[config.mk]
export PLATFORM = sky130hd
export DESIGN_NAME = vcst_isqrt
export DESIGN_NICKNAME = d
export VERILOG_FILES = /design/src/hdl/vcst_pkg.sv /design/src/hdl/vcst_isqrt.sv
export SDC_FILE = /design/constraint.sdc
export NUM_CORES = 2
export LEC_CHECK = 0
export ABC_AREA = 1
export BUFFER_PORTS_ARGS = -buffer_cell sky130_fd_sc_hd__buf_2
export CAP_MARGIN = 5
export CORE_ASPECT_RATIO = 1.75
export CORE_UTILIZATION = 40
export DETAILED_ROUTE_END_ITERATION = 12
export GPL_TIMING_DRIVEN = 0
export HOLD_SLACK_MARGIN = 0.15
export SYNTH_ARGS = -nofsm -noshare
export SYNTH_HDL_FRONTEND = slang
export SYNTH_SLANG_ARGS = --single-unit
[constraint.sdc]
create_clock -name clock -period 4.11 [get_ports clock]
set_clock_uncertainty 0.05 [all_clocks]
set_input_delay 0.411 -clock clock [delete_from_list [all_inputs] [get_ports clock]]
set_output_delay 0.411 -clock clock [all_outputs]
set_load 0.02 [all_outputs]
[src/hdl/vcst_pkg.sv]
// ----------------------------------------------------------------------------
// vcst_pkg
// Shared widths, constants, register codes and datapath step functions for
// the view-cone sphere test.
// ----------------------------------------------------------------------------
package vcst_pkg;

   localparam int CORDIC_STEPS = 16;
   localparam int SQRT_STAGES  = 17;   // two root bits per stage, 34 bits

   localparam int POS_W  = 32;
   localparam int OFS_W  = 33;
   localparam int RAD_W  = 31;
   localparam int FWD_W  = 16;
   localparam int FOV_W  = 15;
   localparam int D2_W   = 66;
   localparam int ROOT_W = 34;
   localparam int REM_W  = 36;
   localparam int TERM_W = 49;
   localparam int DOT_W  = 51;
   localparam int PROD_W = 51;
   localparam int AX_W   = 37;   // vectoring x/y
   localparam int AZ_W   = 19;   // vectoring angle
   localparam int CX_W   = 34;   // rotation x/y, Q.30
   localparam int CT_W   = 21;   // rotation angle
   localparam int COS_W  = 16;   // signed Q.14 cosine

   localparam logic signed [CT_W-1:0] PI_Q16      = 21'sd205887;
   localparam logic signed [CT_W-1:0] HALF_PI_Q16 = 21'sd102944;
   localparam logic signed [CT_W-1:0] TWO_PI_Q16  = 21'sd411775;
   localparam logic signed [CX_W-1:0] GAIN_Q30    = 34'sd652032874;
   localparam logic [D2_W-1:0]        NEAR_D2     = 66'd43;
   localparam logic [17:0]            COS_ONE     = 18'd16384;

   typedef enum logic [2:0] {
      CSR_CAM_X = 3'd0,
      CSR_CAM_Y = 3'd1,
      CSR_CAM_Z = 3'd2,
      CSR_FWD_X = 3'd3,
      CSR_FWD_Y = 3'd4,
      CSR_FWD_Z = 3'd5,
      CSR_FOV   = 3'd6
   } csr_index_type;

   typedef struct packed {
      logic [REM_W-1:0]  rem;
      logic [ROOT_W-1:0] root;
   } sq_type;

   typedef struct packed {
      logic signed [AX_W-1:0] x;
      logic signed [AX_W-1:0] y;
      logic signed [AZ_W-1:0] z;
   } ac_type;

   typedef struct packed {
      logic signed [CX_W-1:0] x;
      logic signed [CX_W-1:0] y;
      logic signed [CT_W-1:0] t;
   } cc_type;

   // Arctangent of 2^-s in Q.16, rounded to nearest.
   function automatic logic [15:0] atan_q16(input logic [4:0] s);
      logic [15:0] v;
      case (s)
         5'd0:    v = 16'd51472;
         5'd1:    v = 16'd30385;
         5'd2:    v = 16'd16055;
         5'd3:    v = 16'd8150;
         5'd4:    v = 16'd4091;
         5'd5:    v = 16'd2047;
         5'd6:    v = 16'd1024;
         5'd7:    v = 16'd512;
         5'd8:    v = 16'd256;
         5'd9:    v = 16'd128;
         5'd10:   v = 16'd64;
         5'd11:   v = 16'd32;
         5'd12:   v = 16'd16;
         5'd13:   v = 16'd8;
         5'd14:   v = 16'd4;
         5'd15:   v = 16'd2;
         5'd16:   v = 16'd1;
         default: v = 16'd0;
      endcase
      return v;
   endfunction

   // One digit of the restoring square root: bring in one bit pair.
   function automatic sq_type sqrt_step(input sq_type cur, input logic [1:0] pair);
      sq_type            nxt;
      logic [REM_W+1:0]  part;
      logic [REM_W+1:0]  trial;
      part  = {cur.rem, pair};
      trial = {2'b00, cur.root, 2'b01};
      if (part >= trial) begin
         nxt.rem  = REM_W'(part - trial);
         nxt.root = {cur.root[ROOT_W-2:0], 1'b1};
      end else begin
         nxt.rem  = part[REM_W-1:0];
         nxt.root = {cur.root[ROOT_W-2:0], 1'b0};
      end
      return nxt;
   endfunction

   // One vectoring micro-rotation: drive y toward zero, gather the angle.
   function automatic ac_type atan_step(input ac_type cur, input logic [4:0] s);
      ac_type                 nxt;
      logic signed [AZ_W-1:0] ang;
      ang = $signed({3'b000, atan_q16(s)});
      if (cur.y >= 0) begin
         nxt.x = cur.x + (cur.y >>> s);
         nxt.y = cur.y - (cur.x >>> s);
         nxt.z = cur.z + ang;
      end else begin
         nxt.x = cur.x - (cur.y >>> s);
         nxt.y = cur.y + (cur.x >>> s);
         nxt.z = cur.z - ang;
      end
      return nxt;
   endfunction

   // One rotation micro-step: turn the vector by the residual angle.
   function automatic cc_type cos_step(input cc_type cur, input logic [4:0] s);
      cc_type                 nxt;
      logic signed [CT_W-1:0] ang;
      ang = $signed({5'b00000, atan_q16(s)});
      if (cur.t >= 0) begin
         nxt.x = cur.x - (cur.y >>> s);
         nxt.y = cur.y + (cur.x >>> s);
         nxt.t = cur.t - ang;
      end else begin
         nxt.x = cur.x + (cur.y >>> s);
         nxt.y = cur.y - (cur.x >>> s);
         nxt.t = cur.t + ang;
      end
      return nxt;
   endfunction

endpackage

[src/hdl/vcst_isqrt.sv]
// ----------------------------------------------------------------------------
// vcst_isqrt
// Pipelined integer square root of the squared distance, two root bits per
// stage; the caller carries valid and sideband alongside.
// ----------------------------------------------------------------------------
module vcst_isqrt (
   input  logic                          clock,
   input  logic                          enable,
   input  logic [vcst_pkg::D2_W-1:0]     radicand,
   output logic [vcst_pkg::ROOT_W-1:0]   root
);

   localparam int PAD_W = 2 * vcst_pkg::ROOT_W;

   vcst_pkg::sq_type   sq_ff  [vcst_pkg::SQRT_STAGES];
   logic [PAD_W-1:0]   rad_ff [vcst_pkg::SQRT_STAGES];

   genvar j;
   for (j = 0; j < vcst_pkg::SQRT_STAGES; j++) begin : g_stage
      vcst_pkg::sq_type sq_cur;
      vcst_pkg::sq_type sq_mid;
      vcst_pkg::sq_type sq_in;
      logic [PAD_W-1:0] rad_cur;
      logic [PAD_W-1:0] rad_in;

      if (j == 0) begin : g_first
         assign sq_cur  = '0;
         assign rad_cur = PAD_W'(radicand);
      end else begin : g_next
         assign sq_cur  = sq_ff[j-1];
         assign rad_cur = rad_ff[j-1];
      end

      always_comb begin
         sq_mid = vcst_pkg::sqrt_step(sq_cur, rad_cur[PAD_W-1 -: 2]);
         sq_in  = vcst_pkg::sqrt_step(sq_mid, rad_cur[PAD_W-3 -: 2]);
         rad_in = {rad_cur[PAD_W-5:0], 4'b0000};
      end

      always_ff @(posedge clock) begin
         if (enable) begin
            sq_ff[j]  <= sq_in;
            rad_ff[j] <= rad_in;
         end
      end
   end

   assign root = sq_ff[vcst_pkg::SQRT_STAGES-1].root;

endmodule

# Word-level counts from Yosys, hierarchy flattened
# Memories as Yosys holds them, arrays and structs flattened.
# Cells that the tools add are included.
# W data, S select, Z words.
[word_totals]
register_bits = 0
ram_bits = 2278
input_bits = 68
output_inout_bits = 34
word_cells = 103
mem_count = 2
[classes]
addsub = 33
order_cmp = 33
n_mux = 35
[memory_table]
columns = ["name", "depth", "width", "read_ports", "rd_clocked_by_memory_dff", "write_ports", "line", "rtl"]
rows = [
  ["sq_ff", 17, 70, 17, 0, 17, "vcst_isqrt.sv:15", "vcst_pkg::sq_type sq_ff [vcst_pkg::SQRT_STAGES];"],
  ["rad_ff", 17, 64, 16, 0, 17, "vcst_isqrt.sv:16", "logic [PAD_W-1:0] rad_ff [vcst_pkg::SQRT_STAGES];"],
]
[op_table]
columns = ["op", "n"]
rows = [
  ["$mux W70", 33],
  ["$ge A38 B36 Y1", 32],
  ["$sub A36 B36 Y36", 32],
  ["$sub A2 B1 Y3 const B", 1],
  ["$ge A2 B1 Y1 const B", 1],
  ["$mux W1", 2],
]

# Depth between registers and ports, before layout
# An unclocked memory read counts as a cell.
[logic_depth]
word_depth = 5
depth_mapped = 35
ltp_nobuf = 32

# Least setup slack after synthesis
# OpenSTA, ideal clock, no wires.
[synth_timing]
path_kind = "reg-to-reg"
start = "memory sq_ff[0][701] (netlist name)"
end = "memory sq_ff[0][823] (netlist name) (data pin)"
setup_ns = 0.252
arrival_time_ns = 4.006
t_required_ns = 3.808
slack_ns = -0.198
path_stages_with_launch = 32
n_path_buf = 6
period_less_slack_ns = 4.308
cell_sequence = "edfxtp_1 > inv_1 > ha_1 > buf_2 > a21oi_2 > nand2_1 > nand2_1 > nand2_1 > nand2_1 > nand3_1 > nand2_2 > nand2_2 > buf_6 > buf_6 > inv_1 > buf_2 > buf_2 > nand2_1 > o21ai_0 > ha_1 > a21oi_1 > o21a_1 > inv_1 > a21oi_1 > nor2_1 > a211oi_1 > nand2_1 > nand2_1 > nand3_2 > buf_2 > nand2_1 > nand2_1"
[synth_lines]
columns = ["item", "line"]
rows = [
  ["start: declaration", "vcst_isqrt.sv:15"],
]

==> impl_metrics.py <==
metrics = {
    "drt": {
        "wl_per_cell_um": 23.7,
        "drt_iter0_markers": 6157,
        "drc": 0,
        "postRouteAntennaNets": 0,
        "drt_wl_total_mm": 459,
        "drt_first_pass_iters": 8,
        "num_vias": 103725,
        "viasPerCell": 5.36,
    },
    "timing": {
        "period_share_pct": 116,
        "slew_viol_final": 0,
        "setup_viol": 544,
        "maxSlewHeadroom_pct": 25.2,
        "rsz0062_at_grt": "yes",
        "setup_ws_ns": -0.638,
        "hold_viol": 0,
        "min_period_ns": 4.75,
        "worst_slew_pin_slew_ns": 1.11,
        "fmax_ghz": 0.211,
    },
    "worst_hold_path": {
        "holdCritPathClass": "in2reg",
        "hold_start": "radicand[11]",
        "hold_depth": 2,
        "whs_endpoint": "rad_ff[0][11]",
    },
    "clocking": {
        "cts_num_sinks": 1376,
        "clk_latency_ns": 0.89,
        "cts_tree": "yes",
        "cts_root_buf": "clkbuf_16",
        "h-tree-depth": 4,
        "clk_pin_slew_ns": 0.07,
        "clock_path_buffers": 4,
        "numCtsBuffers": 152,
    },
    "flow_run": {
        "cap_violations": 0,
    },
    "floorplan": {
        "die_width_um": 390,
        "dieArea_mm2": 0.266,
        "initial_core_util_pct": 40.2,
        "row_count": 249,
        "die_h_um": 682,
        "ios": 102,
        "coreArea_mm2": 0.263,
    },
    "worst_setup_path": {
        "critical_path_peak_fanout": 4,
        "arrival_ns": 5.34,
        "cp.required_ns": 4.71,
        "reg2reg_from": "sq_ff[0][855]",
        "r2r_cells": 25,
        "reg2reg_slack_ns": -0.64,
        "endpoint_kind": "flop",
        "rr_endpoint": "sq_ff[0][972]",
        "crit_path_start_kind": "flop",
        "crit_type": "reg2reg",
    },
    "placed_design": {
        "dpl.hpwl_mm": 362,
        "gp_congestion": 1.07,
        "dp_cells": 18051,
        "io_buffers": 100,
    },
    "layout": {
        "layoutNonFillerInstCount": 19359,
        "final_common_cell": "nand2_1",
        "final_util_pct": 52.5,
        "drive_above_1_share_pct": 24.6,
        "area_growth_pct": 30.6,
        "final_cell_mix": "nand2_1, inv_1, nor2_1",
        "fin_nets": 16385,
    },
    "synthesis": {
        "synth_top_area_share_pct": 39.1,
        "synthArstFlopShare_pct": 0,
        "dominantRegCellSynth": "edfxtp_1",
        "yosysWarnings": 0,
        "yosysSeqAreaShare_pct": 39.1,
        "synth-seq-cells": 1376,
        "syn_area_per_cell_um2": 7.32,
        "synth_edf_count": 1376,
        "synth_area_leaders": "edfxtp_1, nand2_1, inv_1",
        "synth_cell_types": 77,
        "netlist_area_mm2": 0.106,
        "syn_inst": 14427,
        "yosys.area.top_type": "edfxtp_1",
    },
    "power_and_ir_drop": {
        "power.density_mw_per_mm2": 604,
        "p_leak_nw": 59.2,
        "ir_worst_vdd_v": 0.000414,
    },
    "grt": {
        "antenna_found_initial": 24,
        "grt_overflow_total": 0,
        "grt_start_max_net_pins": 170,
        "grt_usage_pct": 33.1,
        "grt_pass1_vias": 104341,
        "grt_pass1_wl_mm": 648,
    },
    "status": {
        "status": "finished with violations",
        "violations": "setup timing",
    },
}
==> worst max-delay path, stage by stage, from the launching register on <==
cell and delay, ns:
edfxtp_1 0.53, inv_2 0.12, ha_4 0.32, buf_4 0.12
nand2_2 0.10, nor2_2 0.12, inv_1 0.08, nor2_1 0.12
inv_1 0.07, nor2_2 0.15, a21oi_4 0.11, buf_12 0.14
or2_2 0.26, nand3_1 0.08, o21ai_0 0.09, inv_1 0.13
ha_4 0.24, a21o_1 0.23, a31oi_1 0.67, o21ai_0 0.26
a21oi_1 0.24, nand2_1 0.08, nand2_1 0.05, nand2_1 0.04
nand2_1 0.07, inv_1 0.05
==> registers in the layout (all words and copies together) (netlist names) <==
name / count
rad_ff: 544
sq_ff: 832
==> metrics by stage <==
step	total power, W	instance area, µm²	setup WS, ns	hold slack [ns]	TNS [ns]
finish	0.0834	138000	-0.638	0.191	-183.29
global route	0.0876	138000	-0.797	0.181	-273.87
global placement	0.0572	111000	-19.40	0.350	-
detailed placement	0.0565	111000	-3.00	0.355	-887.47
CTS	0.0776	130000	-0.465	0.151	-187.84
floorplan	0.0434	106000	0.00455	0.350	0
==> routing by layer <==
metal | GRT usage (%) | wire, µm
met1 | 28.3 | 140000
met2 | 63.0 | 240000
met3 | 3.76 | 16600
met4 | 35.9 | 62100
met5 | 0 | 31
==> how the worst max path moves through the flow <==
stage | end | slack (ns) | depth (start not counted) | startpoint
6_report | sq_ff[0][972] | -0.64 | 25 | sq_ff[0][855]
5_1_grt | sq_ff[0][976] | -0.80 | 23 | sq_ff[0][855]
4_1_cts | sq_ff[0][394] | -0.47 | 27 | sq_ff[0][285]
3_5_place_dp | sq_ff[0][896] | -3.00 | 27 | sq_ff[0][785]
3_3_place_gp | rad_ff[0][700] | -19.40 | 1 | enable
2_1_floorplan | sq_ff[0][1097] | 0.005 | 30 | sq_ff[0][980]
==> timing repair <==
| action | CTS | global route |
|---|---|---|
| buffers inserted | 609 | 320 |
| gates resized for setup | 2059 | 1337 |
| endpoints found under the hold margin | 204 | 0 |
| endpoints found under the setup margin | 556 | 556 |
| pin swaps | 414 | 452 |
| hold buffers | 69 | 0 |
| gates cloned | 18 | 24 |
==> cell families after synthesis <==
family | after synthesis | synth area share, %
other | 1 | 0.00355
AND/OR/NAND/NOR | 7752 | 30.8
adder cells (fa/ha/maj) | 599 | 7.09
multiplexers | 1 | 0.0107
AO/OA/AOI/OAI | 1869 | 9.78
flip-flops | 1376 | 39.1
buffers and inverters | 2268 | 8.52
XOR/XNOR | 561 | 4.66
==> cell type report <==
| class | instances | area (µm²) |
|---|---|---|
| antenna | 15 | 37.5 |
| sequential | 1376 | 41300 |
| multi-input combinational | 10784 | 67600 |
| fill | 25101 | 125000 |
| clock inverter | 96 | 880 |
| inverter | 2102 | 8100 |
| buffer | 157 | 2210 |
| clock buffer | 170 | 3890 |
| tap | 3514 | 4400 |
| timing repair buffer | 1143 | 9580 |
| timing repair inverter | 2 | 27.5 |
==> Yosys cell counts, types with 9 or more instances <==
master,instances
nor3_1,210
nand4_1,251
o211ai_1,20
nor2_1,1628
edfxtp_1,1376
a31oi_1,51
nor4_1,23
inv_2,48
buf_2,37
and2_1,30
buf_4,40
nand2_1,4337
o21ai_1,83
buf_6,35
nand3_1,951
inv_1,2049
a21boi_0,15
xnor2_1,247
nor2_4,18
or2_2,43
clkbuf_1,47
xor2_1,312
and3_1,25
a21oi_2,47
o21bai_1,60
a211oi_1,9
a21oi_1,752
nor2_2,73
o21ai_0,683
nand3b_1,43
o21a_1,54
a21o_1,44
nand3_2,31
nand2_2,54
ha_1,599
==> where the power goes <==
group | total [W] | internal, W | switching [W] | leakage, nW
logic | 0.0488 | 0.0178 | 0.0310 | 43.7
registers | 0.0209 | 0.0186 | 0.00230 | 13.2
clock network | 0.0137 | 0.00749 | 0.00621 | 2.30
No activity file was read; power rests on OpenSTA's default activity.
